`config.mk`:
```
export PLATFORM = sky130hd
export DESIGN_NAME = bb3x3_window
export DESIGN_NICKNAME = d
export VERILOG_FILES = /design/src/rtl/bb3x3_pkg.sv /design/src/rtl/bb3x3_window.sv
export SDC_FILE = /design/constraint.sdc
export NUM_CORES = 1
export LEC_CHECK = 0
export BUFFER_PORTS_ARGS = -buffer_cell sky130_fd_sc_hd__buf_2
export CAP_MARGIN = 20
export CORE_MARGIN = 5
export CORE_UTILIZATION = 60
export CTS_CLUSTER_SIZE = 28
export DETAILED_ROUTE_END_ITERATION = 10
export PLACE_DENSITY_LB_ADDON = 0.1
export SLEW_MARGIN = 10
export SYNTH_ARGS = -nofsm -noshare
export SYNTH_HDL_FRONTEND = slang
export SYNTH_SLANG_ARGS = --single-unit
```
`constraint.sdc`:
```
create_clock -name clk -period 10.1 [get_ports clk]
set_clock_uncertainty 0.2 [all_clocks]
set_input_delay 1.01 -clock clk [delete_from_list [all_inputs] [get_ports clk]]
set_output_delay 1.01 -clock clk [all_outputs]
set_load 0.02 [all_outputs]
```
`src/rtl/bb3x3_pkg.sv`:
```
// Shared types and constants of the 3x3 RGB box blur core.
package bb3x3_pkg;

	// Default build sizes.
	localparam int MAX_WIDTH_DEF    = 1024;
	localparam int CHANNEL_BITS_DEF = 8;

	// Configuration register file.
	localparam int FW_BITS         = 11;
	localparam int FH_BITS         = 13;
	localparam int CFG_INDEX_BITS  = 1;
	localparam int CFG_DATA_BITS   = 13;

	localparam logic [CFG_INDEX_BITS-1:0] REG_FRAME_WIDTH  = 1'd0;
	localparam logic [CFG_INDEX_BITS-1:0] REG_FRAME_HEIGHT = 1'd1;

	localparam logic [FW_BITS-1:0] FRAME_WIDTH_RESET  = 11'd640;
	localparam logic [FH_BITS-1:0] FRAME_HEIGHT_RESET = 13'd480;

	// Frame geometry limits.
	localparam int HEIGHT_LIMIT = 4096;
	localparam int IN_ROW_BITS  = 13;
	localparam int OUT_ROW_BITS = 12;
	localparam logic [IN_ROW_BITS-1:0] IN_ROW_LIMIT = 13'd8191;

	// Input item kind carried on tuser.
	localparam logic KIND_PIXEL = 1'b0;
	localparam logic KIND_FLUSH = 1'b1;

	// Per-item decisions made when the item enters the pipeline.
	typedef struct packed {
		logic emit;      // the item releases one output pixel
		logic interior;  // that pixel is averaged rather than passed through
		logic last;      // that pixel closes the frame
	} pos_flags_t;

endpackage

```
`src/rtl/bb3x3_window.sv`:
```
// 3x3 window registers, channel sums and the divide-by-nine stage.
module bb3x3_window #(
	parameter int CHANNEL_BITS = bb3x3_pkg::CHANNEL_BITS_DEF
) (
	input  logic                        clk,
	input  logic                        arst_n,
	input  logic                        adv,
	input  logic                        valid_s1,
	input  bb3x3_pkg::pos_flags_t       flags_s1,
	input  logic [3*CHANNEL_BITS-1:0]   top,
	input  logic [3*CHANNEL_BITS-1:0]   mid,
	input  logic [3*CHANNEL_BITS-1:0]   pix,
	output logic                        res_valid,
	output logic [3*CHANNEL_BITS-1:0]   res_pix,
	output logic                        res_last
);
	import bb3x3_pkg::*;

	localparam int CB  = CHANNEL_BITS;
	localparam int PW  = 3 * CB;
	localparam int SB  = CB + 4;
	localparam int K   = SB + 4;
	localparam int MW  = K - 2;
	localparam logic [MW-1:0] RECIP = MW'(((64'd1 << K) + 64'd8) / 64'd9);

	logic [PW-1:0] win_q [9];

	logic          valid_s2;
	logic          interior_s2;
	logic          last_s2;

	logic          valid_s3;
	logic          interior_s3;
	logic          last_s3;
	logic [PW-1:0] center_s3;
	logic [SB-1:0] sum_s3 [3];

	logic [SB-1:0]    sum_s2 [3];
	logic [SB+MW-1:0] prod [3];
	logic [PW-1:0]    mean_pix;

	// Window index is column * 3 + row, column 0 oldest.
	always_ff @(posedge clk or negedge arst_n) begin
		if (!arst_n) begin
			for (int i = 0; i < 9; i++) begin
				win_q[i] <= '0;
			end
		end else if (adv && valid_s1) begin
			for (int i = 0; i < 6; i++) begin
				win_q[i] <= win_q[i + 3];
			end
			win_q[6] <= top;
			win_q[7] <= mid;
			win_q[8] <= pix;
		end
	end

	always_comb begin
		for (int ch = 0; ch < 3; ch++) begin
			sum_s2[ch] = ((SB'(win_q[0][ch*CB +: CB]) + SB'(win_q[1][ch*CB +: CB])) +
			              (SB'(win_q[2][ch*CB +: CB]) + SB'(win_q[3][ch*CB +: CB]))) +
			             ((SB'(win_q[4][ch*CB +: CB]) + SB'(win_q[5][ch*CB +: CB])) +
			              (SB'(win_q[6][ch*CB +: CB]) + SB'(win_q[7][ch*CB +: CB])) +
			              SB'(win_q[8][ch*CB +: CB]));
		end
	end

	always_ff @(posedge clk or negedge arst_n) begin
		if (!arst_n) begin
			valid_s2 <= 1'b0;
			valid_s3 <= 1'b0;
		end else if (adv) begin
			valid_s2 <= valid_s1 && flags_s1.emit;
			valid_s3 <= valid_s2;
		end
	end

	always_ff @(posedge clk) begin
		if (adv) begin
			interior_s2 <= flags_s1.interior;
			last_s2     <= flags_s1.last;
			interior_s3 <= interior_s2;
			last_s3     <= last_s2;
			center_s3   <= win_q[4];
			for (int ch = 0; ch < 3; ch++) begin
				sum_s3[ch] <= sum_s2[ch];
			end
		end
	end

	// Exact floor(sum / 9) by a rounded-up reciprocal wide enough for the
	// full range of a nine-term sum.
	always_comb begin
		for (int ch = 0; ch < 3; ch++) begin
			prod[ch] = (SB+MW)'(sum_s3[ch]) * (SB+MW)'(RECIP);
			mean_pix[ch*CB +: CB] = prod[ch][K +: CB];
		end
	end

	assign res_valid = valid_s3;
	assign res_pix   = interior_s3 ? mean_pix : center_s3;
	assign res_last  = last_s3;

endmodule

```
After elaboration in Yosys (flattened, before gate mapping). Memory sizes are Yosys's and may differ from the RTL's. Cells that the tools add are included.

Memories kept: 1. Input port bits: 79. Register bits after elaboration: 246. Word-level logic and storage cells: 49. Bits in writable memories: 36. Output and inout port bits: 26.

Multiplexer cells: 3. Multiply operators: 3. Add/subtract/negate cells: 24. Reductions and logical operators: 2.

Memories: sum_s3 (words 3, bits a word 12, read ports 3, clocked after Yosys merged registers in 0, write ports 3, line bb3x3_window.sv:36) `logic [SB-1:0] sum_s3 [3];`.

Operators with widths (number): $add A8 B8 Y9 (12); $mul A12 B12 Y23 const B (3); $add A9 B9 Y10 (6); $add A10 B11 Y12 (3); $add A10 B8 Y11 (3); $mux W24 (1); $logic_and A1 B1 Y1 (2); $mux W1 (2).

Depth between registers and ports, before layout.
Word-level depth: 4. Mapped depth: 18. Mapped depth without buffers: 18.

Worst setup path after synthesis. OpenSTA, ideal clock, no wires.

Path kind: reg-to-output. From: mem sum_s3[0][7] (netlist name). To: out res_pix[2]. Setup slack: 4162 ps. Arrival time: 4728 ps. Stages on the path, launching flop included: 19. Required time: 8890 ps. Path buffers: 0. Path through: edfxtp_1 -> inv_1 -> fa_1 -> inv_1 -> ha_1 -> inv_1 -> fa_1 -> inv_1 -> fa_1 -> inv_1 -> fa_1 -> inv_1 -> ha_1 -> a21o_1 -> a21o_1 -> a21o_1 -> a21o_1 -> a21oi_1 -> o311ai_0.

RTL lines: start: declaration (line bb3x3_window.sv:36); end: declaration (line bb3x3_window.sv:14) `output logic [3*CHANNEL_BITS-1:0] res_pix,`.

==> metrics.md <==
| Metric | Value |
|---|---|
| Multi-input gate area in the final layout | `12600 µm²` |
| CP Launch Point | `sum_s3[0][7]` |
| Initial antenna violation count | `0` |
| Setup TNS | `0 ns` |
| Maximum fanout along the worst path | `4` |
| Highest layer used for signal routing | `met4` |
| Synth top area share | `25.2%` |
| Max Buffers Root-to-Sink | `3` |
| Met1 wire length | `20500 µm` |
| Fmax | `0.149 GHz` |
| Ys flop type | `dfrtp_1` |
| Crit-path max cell delay | `0.53 ns` |
| CP max stage cell | `fa_1` |
| Commonest non-fill, non-tap cell in the layout | `inv_1` |
| Routed Antenna Nets | `0` |
| Row count | `just under 70` |
| Async S/R FF share, synth | `77.3%` |
| Warnings from Yosys | `0` |
| Hold violation count in the final report | `0` |
| Mapped Nets | `around 2400` |
| Initial core utilization | `60.8%` |
| Synthesized area | `21600 µm²` |
| Final cycle utilization of the critical path | `about two thirds` |
| Layout cells sized above 1 | `17.2%` |
| Max-Cap Viols | `0` |
| Mapped Avg Cell Area | `11.8 µm²` |
| Kind of critical path | `register to primary output` |
| CTS resizes | `0` |
| Antenna Cells | `0` |
| Synth top area cells | `dfrtp_1 (25%), fa_1 (23%), ha_1 (14%)` |
| DRT Pass-1 Iters | `5` |
| Initial DRC Count | `555` |
| Status | `finished, final reports clean` |
| Crit-path leading delay family | `adder cells` |
| Worst-margin pin slew | `1.03 ns` |
| Crit start category | `register` |
| Met3 wire length | `1220 µm` |
| CP Capture Type | `primary output` |
| Sequential area share after synthesis | `34.1%` |
| Relative slew slack | `31.5%` |
| Count of pins over their slew limit | `0` |
| H-tree depth | `1` |
| CTS Sinks | `282` |
| Hpwl dp | `32900 µm` |
| Clock transition at path regs | `0.06 ns` |
| Largest net degree at the start of global routing | `197` |
| First-pass GRT wire length | `around 70000 µm` |
| Vias/cell | `~5.3` |
| Yosys cell types | `70` |
| Setup bufs post-CTS | `0` |
| Post-synth EDFFs | `64` |
| Final wirelength | `40700 µm` |
| Chip height | `200 µm` |
| Final Setup Violations | `0` |
| Die area | `40000 µm²` |
| NumNets Final | `2496` |
| Hold Buf Count CTS | `0` |
| GRT overflow | `0` |
| Clock root buffer | `clkbuf_16` |
| Final GP Congestion | `0.902` |
| Port-buffer cells | `104` |
| Area grow syn2layout | `8.96%` |
| Clock Latency Late Sink | `0.53 ns` |
| GRT Util Overall | `21.5%` |
| Gate Count Post-Synth | `1830` |
| Most frequent CP cell | `inv_1` |
| CP Data Arrival Time | `5.48 ns` |
| TritonCTS clock tree | `yes` |
| Worst r2r src | `win_q[106]` |
| DRC violation count after routing | `0` |
| Reg area | `7380 µm²` |
| Vias in the first global route | `13900` |
| Commonest cells after routing, fill and taps aside | `inv_1 (395), fa_1 (249), ha_1 (239)` |
| Die X-Extent | `roughly 200 µm` |
| WL met2 | `18400 µm` |
| RSZ-0062 raised after global routing | `false` |
| Vias | `12800` |
| Buffers plus inverters on the worst setup path | `7` |
| WP data required | `8.89 ns` |
| Worst hold path class | `register to register` |
| Number of fill cells in the layout | `roughly 2800` |
| Post-synth top area cell | `dfrtp_1` |
| Num ports | `~110` |
| Core Area | `roughly 36000 µm²` |
| Crit-path cells | `inv_1, fa_1, inv_1, ha_1, inv_1, fa_1, inv_1, fa_1, inv_1, fa_1, inv_1, ha_1, a21o_1, a21o_1, a21o_1, a21o_1, a2111o_1, o211ai_1, buf_2` |
| Post-DR wirelength/cell | `16.9 µm` |
| Hold Crit Start | `interior_s2` |
| Flops & latches, synth | `282` |
| Tmin final | `6.69 ns` |
| CTS buffer count | `27` |
## Yosys cell counts, types with 3 or more instances
library cell	n
a211o_1	3
a211oi_1	6
a21o_1	26
a21oi_1	57
a21oi_2	4
a221o_1	4
and2_1	4
buf_2	10
clkbuf_1	27
dfrtp_1	218
edfxtp_1	64
fa_1	249
ha_1	239
inv_1	395
mux2_2	168
nand2_1	98
nand2b_1	3
nand3_1	10
nand4_1	10
nor2_1	22
nor3_1	8
o211ai_1	10
o21a_1	4
o21ai_0	71
o21ai_1	5
o21bai_1	6
o311ai_0	3
o31ai_2	3
or3_1	5
xnor2_1	31
xor2_1	14
## cell families after synthesis
kind of cell               Yosys count  synth area share [%]
AOI/OAI and AO/OA                  235                  7.09
xor gates and xnor gates            45                  1.82
adders and majority gates          488                  36.9
buffers and inverters              436                  7.70
DFF                                282                  34.1
muxes                              168                  8.74
and+or+nand+nor                    176                  3.68
## sequential cells by signal (all words and copies together), names as in the netlist
name         cells
last_s2          1
res_valid        1
valid_s2         1
interior_s2      1
interior_s3      1
center_s3       24
win_q          216
sum_s3          36
res_last         1
## routing by layer
| metal | vias to the layer above | GRT usage, % |
|---|---|---|
| li1 | 6167 | - |
| met1 | 6415 | 34.2 |
| met2 | 184 | 33.2 |
| met3 | 42 | 2.11 |
| met4 | 0 | 3.52 |
| met5 | - | 0 |
## area by class of cell
cell class | instances | area share, %
Timing Repair Buffer | 110 | 2.49
Inverter | 396 | 6.31
Multi-Input combinational cell | 1112 | 53.4
Tap cell | 461 | 2.45
Clock buffer | 43 | 3.65
Clock inverter | 6 | 0.366
Sequential cell | 282 | 31.3
## worst paths after layout
check / to / slack, ns / cells after the start
worst max-delay path: res_pix[6] / 3.41 / 19
max in group asynchronous: win_q[184] / 7.31 / 3
worst min-delay path: interior_s3 / 0.23 / 0
worst max register to register: sum_s3[0][22] / 5.20 / 16
worst min register to register: interior_s3 / 0.23 / 0
min in group asynchronous: win_q[12] / 0.26 / 1
## worst register-to-register path, stage by stage (launching register included)
cell	delay, ns
dfrtp_1	0.46
fa_1	0.52
inv_1	0.05
fa_1	0.52
inv_1	0.05
fa_1	0.48
inv_1	0.05
fa_1	0.47
inv_1	0.04
ha_1	0.21
fa_1	0.47
a21o_1	0.18
a21oi_1	0.21
o21bai_1	0.08
a21oi_1	0.23
o21ai_0	0.14
xor2_1	0.29
## stage by stage
stage	hold WS [ns]	cells	setup WS [ns]	util (%)	cell area (µm²)
floorplan	0.200	1830	4.16	-	21600
global placement	0.202	2361	4.02	63.6	22600
detailed placement	0.208	2361	3.96	63.6	22600
CTS	0.223	2410	3.38	66.3	23600
global route	0.229	2410	3.16	66.3	23600
finish	0.226	2410	3.41	66.3	23600
Power is not shown: default switching activity piles up to over one toggle a cycle in this logic, so the estimate is an artifact.
