### config.mk
export PLATFORM = sky130hd
export DESIGN_NAME = bb3x3_out_buf
export DESIGN_NICKNAME = d
export VERILOG_FILES = /design/src/rtl/bb3x3_pkg.sv /design/src/rtl/bb3x3_out_buf.sv
export SDC_FILE = /design/constraint.sdc
export NUM_CORES = 1
export LEC_CHECK = 0
export BUFFER_PORTS_ARGS = -buffer_cell sky130_fd_sc_hd__clkbuf_2
export CAP_MARGIN = 10
export CORE_ASPECT_RATIO = 1.75
export CORE_UTILIZATION = 45
export CTS_BUF_LIST = sky130_fd_sc_hd__clkbuf_8
export DETAILED_ROUTE_END_ITERATION = 10
export PLACE_DENSITY = 0.73
export SETUP_SLACK_MARGIN = 0.15
export SYNTH_ARGS = -nofsm -noshare
export SYNTH_HDL_FRONTEND = slang
export SYNTH_SLANG_ARGS = --single-unit
### constraint.sdc
create_clock -name clk -period 4.5 [get_ports clk]
set_clock_uncertainty 0.15 [all_clocks]
set_input_delay 0.45 -clock clk [delete_from_list [all_inputs] [get_ports clk]]
set_output_delay 0.45 -clock clk [all_outputs]
set_load 0.005 [all_outputs]
### src/rtl/bb3x3_pkg.sv
// Shared types and constants of the 3x3 RGB box blur core.
package bb3x3_pkg;

	// Default build sizes.
	localparam int MAX_WIDTH_DEF    = 1024;
	localparam int CHANNEL_BITS_DEF = 8;

	// Configuration register file.
	localparam int FW_BITS         = 11;
	localparam int FH_BITS         = 13;
	localparam int CFG_INDEX_BITS  = 1;
	localparam int CFG_DATA_BITS   = 13;

	localparam logic [CFG_INDEX_BITS-1:0] REG_FRAME_WIDTH  = 1'd0;
	localparam logic [CFG_INDEX_BITS-1:0] REG_FRAME_HEIGHT = 1'd1;

	localparam logic [FW_BITS-1:0] FRAME_WIDTH_RESET  = 11'd640;
	localparam logic [FH_BITS-1:0] FRAME_HEIGHT_RESET = 13'd480;

	// Frame geometry limits.
	localparam int HEIGHT_LIMIT = 4096;
	localparam int IN_ROW_BITS  = 13;
	localparam int OUT_ROW_BITS = 12;
	localparam logic [IN_ROW_BITS-1:0] IN_ROW_LIMIT = 13'd8191;

	// Input item kind carried on tuser.
	localparam logic KIND_PIXEL = 1'b0;
	localparam logic KIND_FLUSH = 1'b1;

	// Per-item decisions made when the item enters the pipeline.
	typedef struct packed {
		logic emit;      // the item releases one output pixel
		logic interior;  // that pixel is averaged rather than passed through
		logic last;      // that pixel closes the frame
	} pos_flags_t;

endpackage

### src/rtl/bb3x3_out_buf.sv
// Output register with a skid stage so the pipeline stalls only on a full skid.
module bb3x3_out_buf #(
	parameter int DATA_BITS = 3 * bb3x3_pkg::CHANNEL_BITS_DEF + 1
) (
	input  logic                 clk,
	input  logic                 arst_n,
	input  logic                 in_valid,
	output logic                 in_ready,
	input  logic [DATA_BITS-1:0] in_data,
	output logic                 out_valid,
	input  logic                 out_ready,
	output logic [DATA_BITS-1:0] out_data
);
	import bb3x3_pkg::*;

	logic                 out_valid_q;
	logic [DATA_BITS-1:0] out_data_q;
	logic                 skid_valid_q;
	logic [DATA_BITS-1:0] skid_data_q;
	logic                 push;
	logic                 take;

	assign in_ready = !skid_valid_q;
	assign push     = in_valid && !skid_valid_q;
	assign take     = out_valid_q && out_ready;

	always_ff @(posedge clk or negedge arst_n) begin
		if (!arst_n) begin
			out_valid_q  <= 1'b0;
			skid_valid_q <= 1'b0;
		end else if (push) begin
			if (out_valid_q && !out_ready) begin
				skid_valid_q <= 1'b1;
			end else begin
				out_valid_q <= 1'b1;
			end
		end else if (take) begin
			if (skid_valid_q) begin
				skid_valid_q <= 1'b0;
			end else begin
				out_valid_q <= 1'b0;
			end
		end
	end

	always_ff @(posedge clk) begin
		if (push) begin
			if (out_valid_q && !out_ready) begin
				skid_data_q <= in_data;
			end else begin
				out_data_q <= in_data;
			end
		end else if (take && skid_valid_q) begin
			out_data_q <= skid_data_q;
		end
	end

	assign out_valid = out_valid_q;
	assign out_data  = out_data_q;

endmodule

Word level (Yosys, flattened, before mapping):

Cells that the tools add are included.

* bits in registers: 52
* latch bits: 0
* bits in writable memories: 0
* ROM bits: 0
* input port bits: 29
* output and inout port bits: 27
* logic and storage cells: 29
* memories: 0

* $add $sub $neg: 0
* $mul: 0
* div/mod/pow operators: 0
* magnitude comparators: 0
* eq/ne operators: 3
* shift operators: 0
* multiplexer cells: 10
* bitwise gates (word level): 0
* reductions and logical operators: 12

Operators with widths (number)
* two-way mux 25 bit: 3
* two-way mux 1 bit: 7
* AND reduction 2 bit: 3
* logical AND 1 bit: 4
* inequality test 2 x 1 -> 1 bit, second input constant: 2
* nonzero test 2 bit: 2
* AND reduction 3 bit: 1
* logical NOT 1 bit: 2
* inequality test 2 bit, second input constant: 1

Depth between registers and ports, before layout:

Gate-level depths: netlist (run 1).

* word-level depth: 4
* depth in mapped cells: 4
* mapped depth without buffers: 2

Worst setup path before layout (run 1):

Ideal clock, no wire load.

* path kind: register to register
* from: register skid_valid_q
* to: register skid_data_q[0], enable pin
* setup time: 0.439 ns
* arrival: 2.561 ns
* required time: 3.911 ns
* path slack: 1.351 ns
* stages on the path, launching flop included: 5
* path buffers: 2
* clock period less this slack: 3.149 ns
* path through: dfrtp_1 -> nand2b_4 -> buf_6 -> buf_12 -> nor3_1

* longest elaborated chain between the ends: 3

RTL lines
* from (decl): RTL line bb3x3_out_buf.sv:18 `logic skid_valid_q;`
* from (signal assigned): RTL line bb3x3_out_buf.sv:30 `skid_valid_q <= 1'b0;`
* from (signal assigned): RTL line bb3x3_out_buf.sv:33 `skid_valid_q <= 1'b1;`
* from (signal assigned): RTL line bb3x3_out_buf.sv:39 `skid_valid_q <= 1'b0;`
* logical NOT 1 bit: RTL line bb3x3_out_buf.sv:24 `assign push = in_valid && !skid_valid_q;`
* logical AND 1 bit: RTL line bb3x3_out_buf.sv:24
* AND reduction 2 bit (no line)
* to (signal assigned): RTL line bb3x3_out_buf.sv:49 `skid_data_q <= in_data;`
* to (decl): RTL line bb3x3_out_buf.sv:19 `logic [DATA_BITS-1:0] skid_data_q;`

Every way passes these cells.
A chain may end at the register's enable or synchronous reset.

Worst setup path in the final report (run 1):

* from: register skid_valid_q
* to: register skid_data_q[3], enable pin

The elaborated chain is that of the path after synthesis.

==> flow_summary.json, run 1 <==
{
  "r2r_end": "skid_data_q[3]$_DFFE_PP_",
  "crit_slowest_cell": "nor3_2",
  "r2r_cells": 3,
  "setup_viol": 0,
  "dr_wl_met2_um": 1790,
  "n_antenna_cell": 0,
  "wl_per_cell_um": 15.7,
  "grt_overflow": 0,
  "hpwl_um": 2340,
  "cts_buffers": 5,
  "root_buffer": "clkbuf_8",
  "outcome": "complete, no violations",
  "num_rows": 31,
  "critPathArrivalTime_ns": 2.15,
  "cts_max_level": 2,
  "route.met3.wl_um": 142,
  "fin_crit_sh_pct": 51.5,
  "fin_nets": 181,
  "cp_max_fo": 27,
  "io_buffers": 55,
  "rsz0062_at_grt": "no",
  "io_pins": 56,
  "pre_cts_ws_ns": 2.07,
  "coreArea_um2": 4230,
  "worstSetupEndpoint": "skid_data_q[3]$_DFFE_PP_",
  "place_congestion": 0.722,
  "reg2reg_from": "skid_valid_q$_DFFE_PN0P_",
  "die_area_um2": 4770,
  "via_per_inst": 4.95,
  "netlist.area_leader.share_pct": 74.3,
  "p_per_area_nw_per_um2": 535,
  "peakVddDrop_uv": 399,
  "cts.sinks": 52,
  "synthCells": 91,
  "fin_total_pwr_mw": 1.29,
  "antenna_found_initial": 0,
  "ys_ff_latch": 52,
  "clk_latency_ns": 0.29,
  "worstPathCellList": "nand2b_4, nor3_2, buf_4",
  "avgSynthCellArea_um2": 22.2,
  "yosysTopAreaCell": "edfxtp_1",
  "end_kind": "register",
  "synth_fa_ha_area_share_pct": 0,
  "vias": 999,
  "drv_slew": 0,
  "synth_area_leaders": "edfxtp_1 74%, mux2_4 13%, mux2_2 3.9%",
  "hold_slack_ns": 0.197,
  "hold_violations": 0,
  "synth_commonest_cells": "50 x edfxtp_1, 18 x mux2_4, 7 x mux2_2",
  "ant_nets": 0,
  "drtPass1Iterations": 4,
  "drtIter0Drc": 12,
  "postSynthNetCount": 120,
  "hold_class": "in2reg",
  "synth_edf_count": 50,
  "crit_required_ns": 4.33,
  "fmax_mhz": 432,
  "yosys_warnings": 0,
  "syn2layout_area_growth_pct": 19.4,
  "grt_first_pass_wirelength_um": 5090,
  "synth_top_family_by_area": "multiplexers",
  "fill_cells": 322,
  "synth_compound_area_share_pct": 0.991,
  "final_util_pct": 57.1,
  "yosys_most_used_dff": "edfxtp_1",
  "cts_buffer_depth": 2,
  "timing.final.ws_setup_ns": 2.18,
  "relSlewSlack_pct": 48.6,
  "cts.clk_slew.worst_paths_ns": 0.09,
  "yosysSeqAreaShare_pct": 76.8,
  "fp.dieW_um": 52.7,
  "yosysMostFrequentCell": "edfxtp_1",
  "cp-start-kind": "register",
  "synth_xor_area_share_pct": 0,
  "cts_tree": "built",
  "layout-drive-gt1-share_pct": 59.5,
  "seqCellArea_um2": 1550,
  "setup.worst_path.start": "skid_valid_q$_DFFE_PN0P_",
  "grt_max_degree": 28,
  "multi_input_area_um2": 415,
  "tightestPinTransition_ns": 0.766,
  "drc": 0,
  "globalRouteTotalUtil_pct": 14.8,
  "initial_core_util_pct": 47.8,
  "p_leak_nw": 0.995,
  "crit_type": "reg2reg",
  "finalWirelength_um": 3170,
  "min_period_ns": 2.32,
  "synthMuxAreaShare_pct": 17.3,
  "syn_area_um2": 2020,
  "fin_tns_setup_ns": 0,
  "die_y_um": 90.6,
  "wl_met1_um": 1200,
  "regToRegSetupSlack_ns": 2.18,
  "maxCapViolCount": 0,
  "synth-async-reset-ratio_pct": 3.85,
  "first_global_vias": 1056,
  "max_stage_delay_ns": 0.68,
  "top_layer_used": "met4",
  "yosysUniqueCellTypes": 15,
  "synthSimpleGateAreaFrac_pct": 2.04
}
report_power, final:
part,internal (mW),switching (mW)
Sequential,0.689,0.0393
Combinational,0.160,0.160
Clock,0.106,0.137
critical path, delay by kind of cell (launching register included):
| kind | cells | cell delay, ns |
|---|---|---|
| simple gates | 2 | 1.06 |
| flops | 1 | 0.44 |
| buf+inv | 1 | 0.37 |
cell usage in the layout (no fill, tap or decap):
cell type       n
mux2_2          7
and2_1          1
clkbuf_8        5
dfrtp_1         2
inv_1           3
nor3_2          1
and2b_2         1
buf_4           1
clkinvlp_4      1
o22a_2          1
clkbuf_2       55
nand2b_4        1
o21ai_0         1
clkinv_1        1
dlygate4sd3_1   1
a21oi_1         1
edfxtp_1       50
mux2_4         18
nor2_1          2
per-stage QoR:
step | cells | cell area [um2]
detailed placement | 193 | 2320
global route | 202 | 2410
floorplan | 91 | 2020
global placement | 193 | 2320
finish | 202 | 2410
CTS | 202 | 2410
repair_timing:
action | 4_1_cts | 5_1_grt
endpoints found under the hold margin | 2 | 0
gates resized for setup | 0 | 0
buffers inserted | 0 | 0
hold buffers | 1 | 0
endpoints found under the setup margin | 0 | 0
flip-flops by register name (all words and copies together) (netlist names):
register	count
skid_data_q	25
out_data	25
skid_valid_q	1
out_valid	1
worst min-delay path by stage:
stage                           start                         to  slack (ns)  cells past startpoint
after detailed placement       arst_n      out_valid$_DFFE_PN0P_        0.09                      1
after floorplan                arst_n      out_valid$_DFFE_PN0P_       0.004                      0
after global placement         arst_n   skid_valid_q$_DFFE_PN0P_        0.08                      1
after global routing      in_data[20]  skid_data_q[20]$_DFFE_PP_        0.19                      1
final                     in_data[20]  skid_data_q[20]$_DFFE_PP_        0.20                      1
after CTS                 in_data[20]  skid_data_q[20]$_DFFE_PP_        0.19                      1
cell type report:
class,instances,area share (%)
flip-flops and latches,52,64.3
clock inverters,3,0.622
multi-input cells,34,17.2
inverters,2,0.311
repair buffers,57,12.1
well taps,49,2.54
clock buffers,5,2.85
cells by family (layout without fill, tap and decap cells):
| group | Yosys count | count (layout) |
|---|---|---|
| flip-flops | 52 | 52 |
| multiplexers | 25 | 25 |
| AO/OA/AOI/OAI | 3 | 3 |
| AND/OR/NAND/NOR | 6 | 6 |
| buffers and inverters | 5 | 67 |
metal layers:
metal,vias to the layer above,global-route usage (%)
li1,474,-
met1,487,17.3
met2,33,25.6
met3,5,2.86
met4,0,5.26
met5,-,0
Note: power is estimated with default switching activity, not from simulation.
==> inputs of run 2 (changes only) <==
==> constraint.sdc (replaced) <==
create_clock -name clk -period 2.2 [get_ports clk]
set_clock_uncertainty 0.15 [all_clocks]
set_input_delay 0.22 -clock clk [delete_from_list [all_inputs] [get_ports clk]]
set_output_delay 0.22 -clock clk [all_outputs]
set_load 0.005 [all_outputs]
==> flow_summary.json, run 2 (synthesis results as in run 1) <==
{
  "initial_core_util_pct": 47.8,
  "reg2reg_from": "skid_valid_q$_DFFE_PN0P_",
  "place_congestion": 0.724,
  "p_per_area_nw_per_um2": 1010,
  "hold_violations": 0,
  "peakVddDrop_uv": 1080,
  "p_leak_nw": 1.11,
  "fin_nets": 207,
  "cts.sinks": 52,
  "rsz0062_at_grt": "no",
  "globalRouteTotalUtil_pct": 16.7,
  "fmax_mhz": 571,
  "crit_required_ns": 2.05,
  "cts_buffer_depth": 2,
  "die_y_um": 90.6,
  "n_antenna_cell": 0,
  "cts_max_level": 2,
  "r2r_cells": 3,
  "critPathArrivalTime_ns": 1.60,
  "ant_nets": 0,
  "cts_buffers": 5,
  "fp.dieW_um": 52.7,
  "min_period_ns": 1.75,
  "fin_tns_setup_ns": 0,
  "via_per_inst": 4.80,
  "end_kind": "register",
  "cts-resized-gates": 0,
  "grt_first_pass_wirelength_um": 5660,
  "syn2layout_area_growth_pct": 32.5,
  "path_depth": 3,
  "dr_wl_met2_um": 1870,
  "grt_max_degree": 28,
  "hpwl_um": 2270,
  "num_rows": 31,
  "cts_tree": "built",
  "finalWirelength_um": 3410,
  "cts.clk_slew.worst_paths_ns": 0.09,
  "outcome": "complete, no violations",
  "vias": 1095,
  "cts_hold_buf": 26,
  "fin_crit_sh_pct": 79.6,
  "max_stage_delay_ns": 0.44,
  "setup.worst_path.start": "skid_valid_q$_DFFE_PN0P_",
  "die_area_um2": 4770,
  "top_layer_used": "met4",
  "cp_max_fo": 27,
  "drtIter0Drc": 20,
  "drv_slew": 0,
  "tightestPinTransition_ns": 0.598,
  "drc": 0,
  "io_pins": 56,
  "crit_type": "reg2reg",
  "clk_latency_ns": 0.30,
  "hold_class": "in2async",
  "coreArea_um2": 4230,
  "final_common_cell": "clkbuf_2",
  "wl_met1_um": 1370,
  "layout-drive-gt1-share_pct": 52.0,
  "maxCapViolCount": 0,
  "final_util_pct": 63.3,
  "crit_slowest_cell": "dfrtp_1",
  "worstPathCellList": "nand2b_4, nor3_4, buf_4",
  "r2r_end": "skid_data_q[20]$_DFFE_PP_",
  "postCtsSetupBuffers": 0,
  "cp-start-kind": "register",
  "regToRegSetupSlack_ns": 0.45,
  "antenna_found_initial": 0,
  "route.met3.wl_um": 126,
  "final_cell_mix": "55 x clkbuf_2, 50 x edfxtp_1, 26 x dlygate4sd3_1, 18 x mux2_4, 7 x mux2_2",
  "first_global_vias": 1238,
  "relSlewSlack_pct": 60.1,
  "pre_cts_ws_ns": 0.449,
  "timing.final.ws_setup_ns": 0.449,
  "drtPass1Iterations": 4,
  "wl_per_cell_um": 15.0,
  "io_buffers": 55,
  "cpLargestDelayFamily": "simple AND/OR/NAND/NOR gates",
  "worstSetupEndpoint": "skid_data_q[20]$_DFFE_PP_",
  "setup_viol": 0,
  "path_buf_inv": 1,
  "root_buffer": "clkbuf_8",
  "grt_overflow": 0
}
run 2: stage by stage:
stage          hold slack [ns]  power (mW)  area, um2  instances
6_report                0.0832        2.71       2680        228
2_1_floorplan           -0.226        1.95       2030         91
4_1_cts                 0.0733        2.75       2680        228
3_5_place_dp            -0.139        2.20       2330        194
5_1_grt                 0.0861        2.86       2680        228
3_3_place_gp            -0.145        2.15       2330        194
run 2: worst register-to-register path, stage by stage, from the launching register on:
cell and delay [ns]:
dfrtp_1 0.44, nand2b_4 0.39, nor3_4 0.23, buf_4 0.24
run 2: final cells by class:
type,instances,area [um2]
sequential,52,1550
fill,315,1550
timing repair buffer,83,551
multi-input combinational,34,422
clock buffer,5,68.8
tap,49,61.3
clock inverter,3,16.3
inverter,2,7.51
run 2: worst min path at each step:
| stage | end | slack (ns) | depth (start not counted) | startpoint |
|---|---|---|---|---|
| 3_5_place_dp | out_valid$_DFFE_PN0P_ | -0.14 | 1 | arst_n |
| 6_report | out_valid$_DFFE_PN0P_ | 0.08 | 2 | arst_n |
| 5_1_grt | skid_valid_q$_DFFE_PN0P_ | 0.09 | 2 | arst_n |
| 2_1_floorplan | out_valid$_DFFE_PN0P_ | -0.23 | 0 | arst_n |
| 3_3_place_gp | skid_valid_q$_DFFE_PN0P_ | -0.15 | 1 | arst_n |
| 4_1_cts | out_valid$_DFFE_PN0P_ | 0.07 | 2 | arst_n |
run 2: layer usage:
| metal | up-vias | track usage, % |
|---|---|---|
| li1 | 525 | - |
| met1 | 534 | 19.1 |
| met2 | 34 | 28.6 |
| met3 | 2 | 3.03 |
| met4 | 0 | 8.33 |
| met5 | - | 0 |
run 2: where the power goes:
| group | switching [mW] | internal, mW | leakage (nW) |
|---|---|---|---|
| clock network | 0.300 | 0.218 | 0.0453 |
| logic | 0.345 | 0.362 | 0.574 |
| registers | 0.0790 | 1.41 | 0.489 |
