**src/rtl/bb3x3_pkg.sv**
```systemverilog
// Shared types and constants of the 3x3 RGB box blur core.
package bb3x3_pkg;

	// Default build sizes.
	localparam int MAX_WIDTH_DEF    = 1024;
	localparam int CHANNEL_BITS_DEF = 8;

	// Configuration register file.
	localparam int FW_BITS         = 11;
	localparam int FH_BITS         = 13;
	localparam int CFG_INDEX_BITS  = 1;
	localparam int CFG_DATA_BITS   = 13;

	localparam logic [CFG_INDEX_BITS-1:0] REG_FRAME_WIDTH  = 1'd0;
	localparam logic [CFG_INDEX_BITS-1:0] REG_FRAME_HEIGHT = 1'd1;

	localparam logic [FW_BITS-1:0] FRAME_WIDTH_RESET  = 11'd640;
	localparam logic [FH_BITS-1:0] FRAME_HEIGHT_RESET = 13'd480;

	// Frame geometry limits.
	localparam int HEIGHT_LIMIT = 4096;
	localparam int IN_ROW_BITS  = 13;
	localparam int OUT_ROW_BITS = 12;
	localparam logic [IN_ROW_BITS-1:0] IN_ROW_LIMIT = 13'd8191;

	// Input item kind carried on tuser.
	localparam logic KIND_PIXEL = 1'b0;
	localparam logic KIND_FLUSH = 1'b1;

	// Per-item decisions made when the item enters the pipeline.
	typedef struct packed {
		logic emit;      // the item releases one output pixel
		logic interior;  // that pixel is averaged rather than passed through
		logic last;      // that pixel closes the frame
	} pos_flags_t;

endpackage

```
**src/rtl/bb3x3_pos_ctrl.sv**
```systemverilog
// Input and output position counters of the 3x3 box blur.
module bb3x3_pos_ctrl #(
	parameter int MAX_WIDTH = bb3x3_pkg::MAX_WIDTH_DEF
) (
	input  logic                             clk,
	input  logic                             arst_n,
	input  logic                             step,
	input  logic [bb3x3_pkg::FW_BITS-1:0]    frame_width,
	input  logic [bb3x3_pkg::FH_BITS-1:0]    frame_height,
	output logic [$clog2(MAX_WIDTH)-1:0]     col,
	output bb3x3_pkg::pos_flags_t            flags
);
	import bb3x3_pkg::*;

	localparam int AW = $clog2(MAX_WIDTH);
	localparam int WW = $clog2(MAX_WIDTH + 1);

	logic [AW-1:0]           in_col_q;
	logic [IN_ROW_BITS-1:0]  in_row_q;
	logic [AW-1:0]           out_col_q;
	logic [OUT_ROW_BITS-1:0] out_row_q;

	logic [WW-1:0]      w_eff;
	logic [FH_BITS-1:0] h_eff;
	logic               in_wrap;
	logic               out_col_end;
	logic               out_row_end;

	// Out-of-range sizes are clamped to the nearest legal value.
	always_comb begin
		if (frame_width == '0) begin
			w_eff = WW'(1);
		end else if (32'(frame_width) > 32'(MAX_WIDTH)) begin
			w_eff = WW'(MAX_WIDTH);
		end else begin
			w_eff = WW'(frame_width);
		end
		if (frame_height == '0) begin
			h_eff = FH_BITS'(1);
		end else if (32'(frame_height) > 32'(HEIGHT_LIMIT)) begin
			h_eff = FH_BITS'(HEIGHT_LIMIT);
		end else begin
			h_eff = frame_height;
		end
	end

	always_comb begin
		in_wrap     = (32'(in_col_q) + 32'd1) >= 32'(w_eff);
		out_col_end = (32'(out_col_q) + 32'd1) >= 32'(w_eff);
		out_row_end = (32'(out_row_q) + 32'd1) >= 32'(h_eff);

		flags.emit     = (in_row_q >= IN_ROW_BITS'(2)) ||
		                 ((in_row_q == IN_ROW_BITS'(1)) && (in_col_q != '0));
		flags.last     = out_col_end && out_row_end;
		flags.interior = (out_col_q != '0) && (out_row_q != '0) &&
		                 !out_col_end && !out_row_end;
	end

	assign col = in_col_q;

	always_ff @(posedge clk or negedge arst_n) begin
		if (!arst_n) begin
			in_col_q  <= '0;
			in_row_q  <= '0;
			out_col_q <= '0;
			out_row_q <= '0;
		end else if (step) begin
			if (flags.emit && flags.last) begin
				// The frame is complete: the next item starts a new one.
				in_col_q  <= '0;
				in_row_q  <= '0;
				out_col_q <= '0;
				out_row_q <= '0;
			end else begin
				if (in_wrap) begin
					in_col_q <= '0;
					if (in_row_q != IN_ROW_LIMIT) begin
						in_row_q <= in_row_q + IN_ROW_BITS'(1);
					end
				end else begin
					in_col_q <= in_col_q + AW'(1);
				end
				if (flags.emit) begin
					if (out_col_end) begin
						out_col_q <= '0;
						out_row_q <= out_row_q + OUT_ROW_BITS'(1);
					end else begin
						out_col_q <= out_col_q + AW'(1);
					end
				end
			end
		end
	end

endmodule

```
**config.mk**
```make
export PLATFORM = sky130hd
export DESIGN_NAME = bb3x3_pos_ctrl
export DESIGN_NICKNAME = d
export VERILOG_FILES = /design/src/rtl/bb3x3_pkg.sv /design/src/rtl/bb3x3_pos_ctrl.sv
export SDC_FILE = /design/constraint.sdc
export NUM_CORES = 1
export LEC_CHECK = 0
export BUFFER_PORTS_ARGS = -buffer_cell sky130_fd_sc_hd__buf_2
export CORE_MARGIN = 5
export CORE_UTILIZATION = 41
export DETAILED_ROUTE_END_ITERATION = 8
export HOLD_SLACK_MARGIN = 0.12
export PLACE_DENSITY = 0.6
export SYNTH_ARGS = -nofsm -noshare
export SYNTH_HDL_FRONTEND = slang
export SYNTH_SLANG_ARGS = --single-unit
```
**constraint.sdc**
```tcl
create_clock -name clk -period 8.32 [get_ports clk]
set_input_delay 1.664 -clock clk [delete_from_list [all_inputs] [get_ports clk]]
set_output_delay 1.664 -clock clk [all_outputs]
set_load 0.05 [all_outputs]
```
=== After elaboration in Yosys (flattened, before gate mapping) ===
Cells that the tools add are included.

* Input bits: 27
* Word-level logic and storage cells: 55
* Flip-flop bits (word level): 45
* Output and inout port bits: 13

* Magnitude comparators: 6
* Reduce and logical (&&, ||, !) cells: 21
* Add/sub/neg operators: 7
* Muxes and demuxes: 15
* Equality and inequality tests: 2

{| class="wikitable"
|+ Operators by type and width
! kind !! count
|-
| 13-bit two-way mux || 5
|-
| 10-bit two-way mux || 5
|-
| 12-bit two-way mux || 3
|-
| 10-bit by 1-bit adder with 11-bit output (second input constant) || 2
|-
| 11-bit >= comparator || 2
|-
| 11-bit two-way mux || 2
|-
| 10-bit by 1-bit adder with 10-bit output (second input constant) || 2
|-
| 10-bit nonzero test || 2
|-
| 12-bit by 1-bit adder with 13-bit output (second input constant) || 1
|-
| 13-bit by 1-bit adder with 13-bit output (second input constant) || 1
|-
| 13-bit by 1-bit == test with 1-bit output (second input constant) || 1
|-
| 13-bit >= comparator || 1
|-
| 13-bit by 2-bit >= comparator with 1-bit output (second input constant) || 1
|-
| 13-bit > comparator (second input constant) || 1
|-
| 13-bit logical NOT || 1
|-
| 13-bit inequality test (second input constant) || 1
|-
| 12-bit by 1-bit adder with 12-bit output (second input constant) || 1
|-
| 12-bit nonzero test || 1
|-
| 11-bit > comparator (second input constant) || 1
|-
| 11-bit logical NOT || 1
|-
| 2-bit nonzero test || 4
|-
| 1-bit logical AND || 6
|-
| 3-bit AND reduction || 2
|-
| 1-bit logical NOT || 2
|-
| 2 further kinds || 2
|}

=== Longest topological paths before layout ===
Gate-level depths: netlist (run 1).

* Depth after elaboration: 8
* Depth in mapped cells: 14
* Mapped depth without buffers: 13

=== Worst setup path after synthesis (run 1) ===
Ideal clock, no wire load.

* Path kind: input port to output port
* From: input frame_height[12] (netlist bit)
* To: output flags[1] (netlist bit)
* Slack: 1.843 ns
* Arrival time: 4.813 ns
* Buffers on the path: 2
* Stages on the path: 10
* Data required time: 6.656 ns
* Cells stage by stage: inv_1 > clkbuf_1 > nand2_1 > ha_1 > a21oi_1 > nand2_1 > a21o_1 > a211o_1 > clkbuf_1 > nor4_1

{| class="wikitable"
|+ RTL lines
! element !! RTL line !! text
|-
| start, declared || bb3x3_pos_ctrl.sv:9 || <nowiki>input logic [bb3x3_pkg::FH_BITS-1:0] frame_height,</nowiki>
|-
| end, declared || bb3x3_pos_ctrl.sv:11 || <nowiki>output bb3x3_pkg::pos_flags_t flags</nowiki>
|}

==> impl_metrics.toml, run 1 <==
[cts]
cts.clk_slew.worst_paths_ps = 80
hold_buffers = 0
clockBufferDepth = 2
numCtsBuffers = 5
root_buffer = "clkbuf_8"
cts_sinks = 45
ctsResizeCount = 0
cts_setup_buffers = 0
tritoncts = "done"
cts_max_level = 2
insertion_delay_ps = 290

[timing]
setup_viol = 0
period_share_pct = 67.9
min_period_ps = 5650
tightest_slew_ps = 612
grt_setup_unrepaired = "false"
hold_viol = 0
max_freq_ghz = 0.177
max_slew_margin_pct = 59.2
setup_tns_ps = 0
finalMaxSlewViolations = 0
skew_ps = 10.9
fin_hold_ws_ps = 558

[global_routing]
grt_pass1_vias = 3075
track_usage_pct = 15.6
antenna_found_initial = 0
grt_pass1_wl_mm = 14.7
grt_overflow = 0
grt_max_degree = 46

[run_status]
status = "finished clean"

[yosys]
synth.top_cells.by_count = "dfrtp_1 (45), nand2_1 (45), ha_1 (44)"
syn_area_um2 = 3690
ys_ff_latch = 45
syn-instance-count = 414
avgSynthCellArea_um2 = 8.91
synth-async-reset-ratio_pct = 100
synth_top_cell_by_area = "dfrtp_1"
yosysSeqAreaShare_pct = 30.5
synth_nets = 485
ys_types = 56
yosysWarningCount = 0
synth_top_area_share_pct = 30.5
synth_edf_count = 0
ys.flop_type = "dfrtp_1"
netlist_top_cells_area = "dfrtp_1 (31%), ha_1 (15%), nand2_1 (4.6%)"

[routing]
drtIter0Drc = 130
avgRoutedWirePerCell_um = 15.1
drt_pass1_iterations = 4
finalWirelength_mm = 8.40
ant_nets = 0
vias = 3102
remaining_drc_errors = 0
via_per_inst = 5.57

[critical_path]
reg2regPathDepth = 13
path_cells = "buf_2, nor4_1, a31oi_1, nor2_1, ha_1, nand2b_1, a21oi_1, o21ai_1, a211o_1, nor4_1, buf_2"
endpoint_kind = "primary output"
required_ps = 6660
regToRegEndpoint = "in_row_q[2]$_DFFE_PN0P_"
critical_path_class = "in2out"
cp_max_fo = 16
cp_slowest_cell = "a211o_1"
timing.rr.start = "out_row_q[0]$_DFFE_PN0P_"
cp.arrival_ps = 3990
critPathMaxStageDelay_ps = 440
start_kind = "primary input"
r2r_slack_ps = 4610

[layout]
antenna_cells = 0
nets = 520
fill_cells = 857
regArea_um2 = 1130
syn_to_final_growth_pct = 9.46
drive_above_1_share_pct = 13.6
multi_input_area_um2 = 2430

[floorplan]
core_area_um2 = 8760
num_io_pins = 40
die_h_um = 105
design.die.area_um2 = 11000
die_width_um = 105
start_util_pct = 42.1
row_count = 34

[placed_design]
portBuffers = 39
dpl.hpwl_mm = 6.40
place_congestion = 0.842

[worst_hold_path]
min_to = "in_row_q[12]$_DFFE_PN0P_"
holdPathStages = 1
hp-start = "in_row_q[12]$_DFFE_PN0P_"
min_path_type = "reg2reg"

[pwr]
ir_worst_vdd_v = 0.000170
powerDensity_nw_per_um2 = 209
p_leak_nw = 1.95

[run]
drv_cap = 0
state kept, by name, indices dropped and copies added (netlist names):
| name | count |
|---|---|
| in_row_q | 13 |
| col | 10 |
| out_col_q | 10 |
| out_row_q | 12 |
how the worst max path moves through the flow:
stage                     startpoint        to  depth (start not counted)
finish               frame_height[4]  flags[1]                         11
global route         frame_height[1]  flags[1]                         11
CTS                  frame_height[4]  flags[1]                         11
detailed placement   frame_height[4]  flags[1]                         11
global placement     frame_height[4]  flags[1]                         11
floorplan           frame_height[12]  flags[1]                         10
critical path: cells and delay by family:
family	cells	cell delay, ps
buffers and inverters	2	420
adders and majority gates	1	230
and+or+nand+nor	4	880
AOI/OAI and AO/OA	4	770
through the flow:
stage	cell area (µm²)	total power [W]	std cells	setup slack (ps)	utilization, %
after floorplan	3690	0.000610	414	1840	-
after global placement	3950	0.000703	550	2700	45.1
after detailed placement	3950	0.000709	550	2660	45.1
after CTS	4040	0.000851	557	2650	46.1
after global routing	4040	0.000917	557	2380	46.1
final	4040	0.000842	557	2670	46.1
cell usage in the layout (no fill, tap or decap), drive strengths merged, types with 3 or more instances in the layout:
cell type / Yosys / layout
o31ai: 5 / 5
a21oi: 10 / 10
ha: 44 / 44
o2bb2ai: 8 / 8
buf: 5 / 40
nor3: 8 / 8
a21o: 14 / 14
xor2: 12 / 12
a22o: 17 / 17
nand2: 46 / 46
o21bai: 4 / 4
nand2b: 8 / 8
xnor2: 14 / 14
clkbuf: 7 / 7
nor2: 29 / 29
nor2b: 3 / 3
inv: 13 / 13
o41ai: 3 / 3
dfrtp: 45 / 45
o21ai: 23 / 23
nand3: 32 / 32
nor4: 12 / 12
and3: 16 / 16
nand4: 11 / 11
where the power goes:
part | internal, W | switching, W | leakage (nW)
Clock | 0.0000661 | 0.0000724 | 0.0443
Combinational | 0.000150 | 0.000234 | 1.31
Sequential | 0.000255 | 0.0000642 | 0.603
cell families (layout without fill, tap and decap cells):
| kind of cell | Yosys count | after routing | share of synthesized area, % |
|---|---|---|---|
| simple gates | 174 | 174 | 24.4 |
| compound gates | 97 | 97 | 19.9 |
| flops | 45 | 45 | 30.5 |
| fa+ha+maj | 44 | 44 | 14.9 |
| xor+xnor | 26 | 26 | 6.17 |
| buf+inv | 26 | 61 | 3.46 |
| mux | 2 | 2 | 0.577 |
cell type report:
| class | instances | area share (%) |
|---|---|---|
| clock buffers | 7 | 2.14 |
| inverters | 14 | 1.30 |
| multi-input cells | 343 | 60.3 |
| flip-flops and latches | 45 | 27.9 |
| well taps | 108 | 3.35 |
| repair buffers | 40 | 5.02 |
metal layers:
layer	track usage [%]	part of all wire, %	wire (µm)
met1	22.8	52	4360
met2	24.0	44	3700
met3	2.96	3.4	286
met4	3.47	0.57	48
met5	0	0	0
Power figures use the tool's default switching activity.
==> inputs of run 2 (changes only) <==
--- a/config.mk
+++ b/config.mk
@@ -5,12 +5,13 @@
 export SDC_FILE = /design/constraint.sdc
 export NUM_CORES = 1
 export LEC_CHECK = 0
+export ABC_AREA = 1
 export BUFFER_PORTS_ARGS = -buffer_cell sky130_fd_sc_hd__buf_2
 export CORE_MARGIN = 5
 export CORE_UTILIZATION = 41
 export DETAILED_ROUTE_END_ITERATION = 8
 export HOLD_SLACK_MARGIN = 0.12
-export PLACE_DENSITY = 0.6
+export PLACE_DENSITY = 0.62
 export SYNTH_ARGS = -nofsm -noshare
 export SYNTH_HDL_FRONTEND = slang
 export SYNTH_SLANG_ARGS = --single-unit
==> constraint.sdc (replaced) <==
create_clock -name clk -period 4.8 [get_ports clk]
set_input_delay 0.96 -clock clk [delete_from_list [all_inputs] [get_ports clk]]
set_output_delay 0.96 -clock clk [all_outputs]
set_load 0.05 [all_outputs]
==> run 2 against run 1 <==
Compared with the run above: clock power rose by 120%; worst setup slack lost 2100 ps; design area increased by 6.8%; utilization rose by 0.35 points; flip-flop and latch count stayed put; total power grew to 2.6 times the previous value; wire length rose by 3.8%; critical path depth increased by 1; critical path type unchanged.
==> impl_metrics.toml, run 2 <==
[run_status]
status = "finished clean"

[layout]
fill_cells = 949
drive_above_1_share_pct = 12.0
antenna_cells = 0
final_util_pct = 46.4
final_cell_area_um2 = 4310
final_cell_mix = "nand2_1 (140), inv_1 (82), nor2_1 (49), dfrtp_1 (45), ha_1 (44)"
largest_reg_flops = 13
top_register = "in_row_q"
final_common_cell = "nand2_1"
syn_to_final_growth_pct = 10.3
reg_top3 = "in_row_q x13, out_row_q x12"
nets = 655

[critical_path]
timing.rr.start = "out_row_q[0]$_DFFE_PN0P_"
cp.arrival_ps = 3290
cp.buffers_inverters = 2
cp_slowest_cell = "ha_1"
cp_max_fo = 9
start_kind = "primary input"
path_cells = "buf_2, nor4_1, nand3_1, nand2_1, nand2_1, ha_1, a21oi_1, a21oi_1, nor2_1, nand2_2, nor4_2, buf_2"
crit_family = "simple AND/OR/NAND/NOR gates"
cp-startpoint = "frame_width[2]"
critical_path_class = "in2out"
critPathMaxStageDelay_ps = 310
endpoint_kind = "primary output"
required_ps = 3840

[yosys]
synth_nets = 619
synth_edf_count = 0
yosysSeqAreaShare_pct = 28.8
synth-async-reset-ratio_pct = 100
ys_types = 31
synth_most_common_cell = "nand2_1"
synth.top_cells.by_count = "nand2_1 (140), inv_1 (82), nor2_1 (49)"
avgSynthCellArea_um2 = 7.13
synth_top_area_share_pct = 28.8
netlist_top_cells_area = "dfrtp_1 (29%), ha_1 (14%), nand2_1 (13%)"
ys.flop_type = "dfrtp_1"
syn_area_um2 = 3910
ys_ff_latch = 45
synth_top_cell_by_area = "dfrtp_1"
yosysWarningCount = 0
syn-instance-count = 548

[floorplan]
die_h_um = 108
num_io_pins = 40
die_width_um = 108
design.die.area_um2 = 11600
start_util_pct = 42.1
row_count = 35
core_area_um2 = 9280

[placed_design]
place_congestion = 0.825
dpl.hpwl_mm = 6.75
portBuffers = 39
placedInstanceArea_um2 = 4190
dpl_worst_slack_ps = 507

[cts]
cts.clk_slew.worst_paths_ps = 90
ctsResizeCount = 0
insertion_delay_ps = 300
tritoncts = "done"
numCtsBuffers = 5
clockBufferDepth = 2
root_buffer = "clkbuf_8"
cts_setup_buffers = 0
hold_buffers = 0
cts_sinks = 45
cts_max_level = 2

[global_routing]
track_usage_pct = 15.7
grt_pass1_vias = 3377
grt_max_degree = 46
grt_pass1_wl_mm = 15.1
antenna_found_initial = 0
grt_overflow = 0

[timing]
finalMaxSlewViolations = 0
worst_slack_ps = 545
period_share_pct = 88.6
max_slew_margin_pct = 29.1
grt_setup_unrepaired = "false"
hold_viol = 0
setup_tns_ps = 0
min_period_ps = 4250
skew_ps = 9.23
setup_viol = 0
tightest_slew_ps = 1060
max_freq_ghz = 0.235

[routing]
drtIter0Drc = 115
remaining_drc_errors = 0
ant_nets = 0
avgRoutedWirePerCell_um = 12.2
drt_pass1_iterations = 4
finalWirelength_mm = 8.72
via_per_inst = 4.86
vias = 3473

[pwr]
p_leak_nw = 2.34
powerDensity_nw_per_um2 = 504
p_total_w = 0.00217
ir_worst_vdd_v = 0.000275

[run]
drv_cap = 0

[worst_hold_path]
min_path_type = "reg2reg"
hp-start = "in_row_q[10]$_DFFE_PN0P_"
==> run 2: cell type report <==
| class | count | area [µm²] | area share [%] |
|---|---|---|---|
| multi-input combinational | 407 | 2380 | 55.3 |
| sequential | 45 | 1130 | 26.1 |
| inverter | 85 | 319 | 7.40 |
| timing repair buffer | 40 | 203 | 4.70 |
| tap | 129 | 161 | 3.74 |
| clock buffer | 7 | 86.3 | 2.00 |
| clock inverter | 1 | 30.0 | 0.697 |
==> run 2: through the flow <==
stage,instances,hold WS (ps)
after CTS,714,554
final,714,551
after detailed placement,706,530
after global routing,714,604
after floorplan,548,484
after global placement,706,517
==> run 2: power breakdown <==
group          switching (W)  internal [W]  total [W]  leakage, nW
Clock               0.000136      0.000170   0.000306       0.0585
Combinational       0.000844      0.000405    0.00125         1.69
Sequential          0.000123      0.000493   0.000616        0.595
Total                0.00110       0.00107    0.00217         2.34
==> run 2: worst paths after layout <==
path	slack (ps)	endpoint	cells after the start
max	550	flags[1]	12
min	550	in_row_q[10]$_DFFE_PN0P_	2
max reg2reg	1770	in_row_q[5]$_DFFE_PN0P_	20
min reg2reg	550	in_row_q[10]$_DFFE_PN0P_	2
max in group asynchronous	3300	out_col_q[8]$_DFFE_PN0P_	1
min in group asynchronous	850	col[4]$_DFFE_PN0P_	1
==> run 2: metal layers <==
layer  wire [µm]  up-vias  track usage, %
li1            -     1830               -
met1        4170     1596            21.0
met2        4190       41            26.3
met3         275        6            2.52
met4          78        0            4.15
met5           0        -               0
==> run 2: worst reg2reg max path, cell delays in order (launching register included) <==
cell and delay, ps:
dfrtp_1 430, ha_1 200, nand2_1 80, inv_1 80, nand2_1 90, nor2_1 210
nand3_1 120, xor2_1 150, inv_1 90, ha_1 300, nand2_1 50, nor2_1 140
nand2_1 100, nor2_1 90, nor2_1 60, nand3_2 110, nand3_4 200, nand2_2 140
nand2_4 120, nand2_1 110, nand2_1 60
==> run 2: cells by family (layout without fill, tap and decap cells) <==
kind of cell,count (synthesis),in the layout,synth area share [%]
AOI/OAI and AO/OA,51,51,6.95
xor gates and xnor gates,34,34,7.62
adders and majority gates,44,44,14.1
buffers and inverters,96,133,10.3
DFF,45,45,28.8
and+or+nand+nor,278,278,32.2
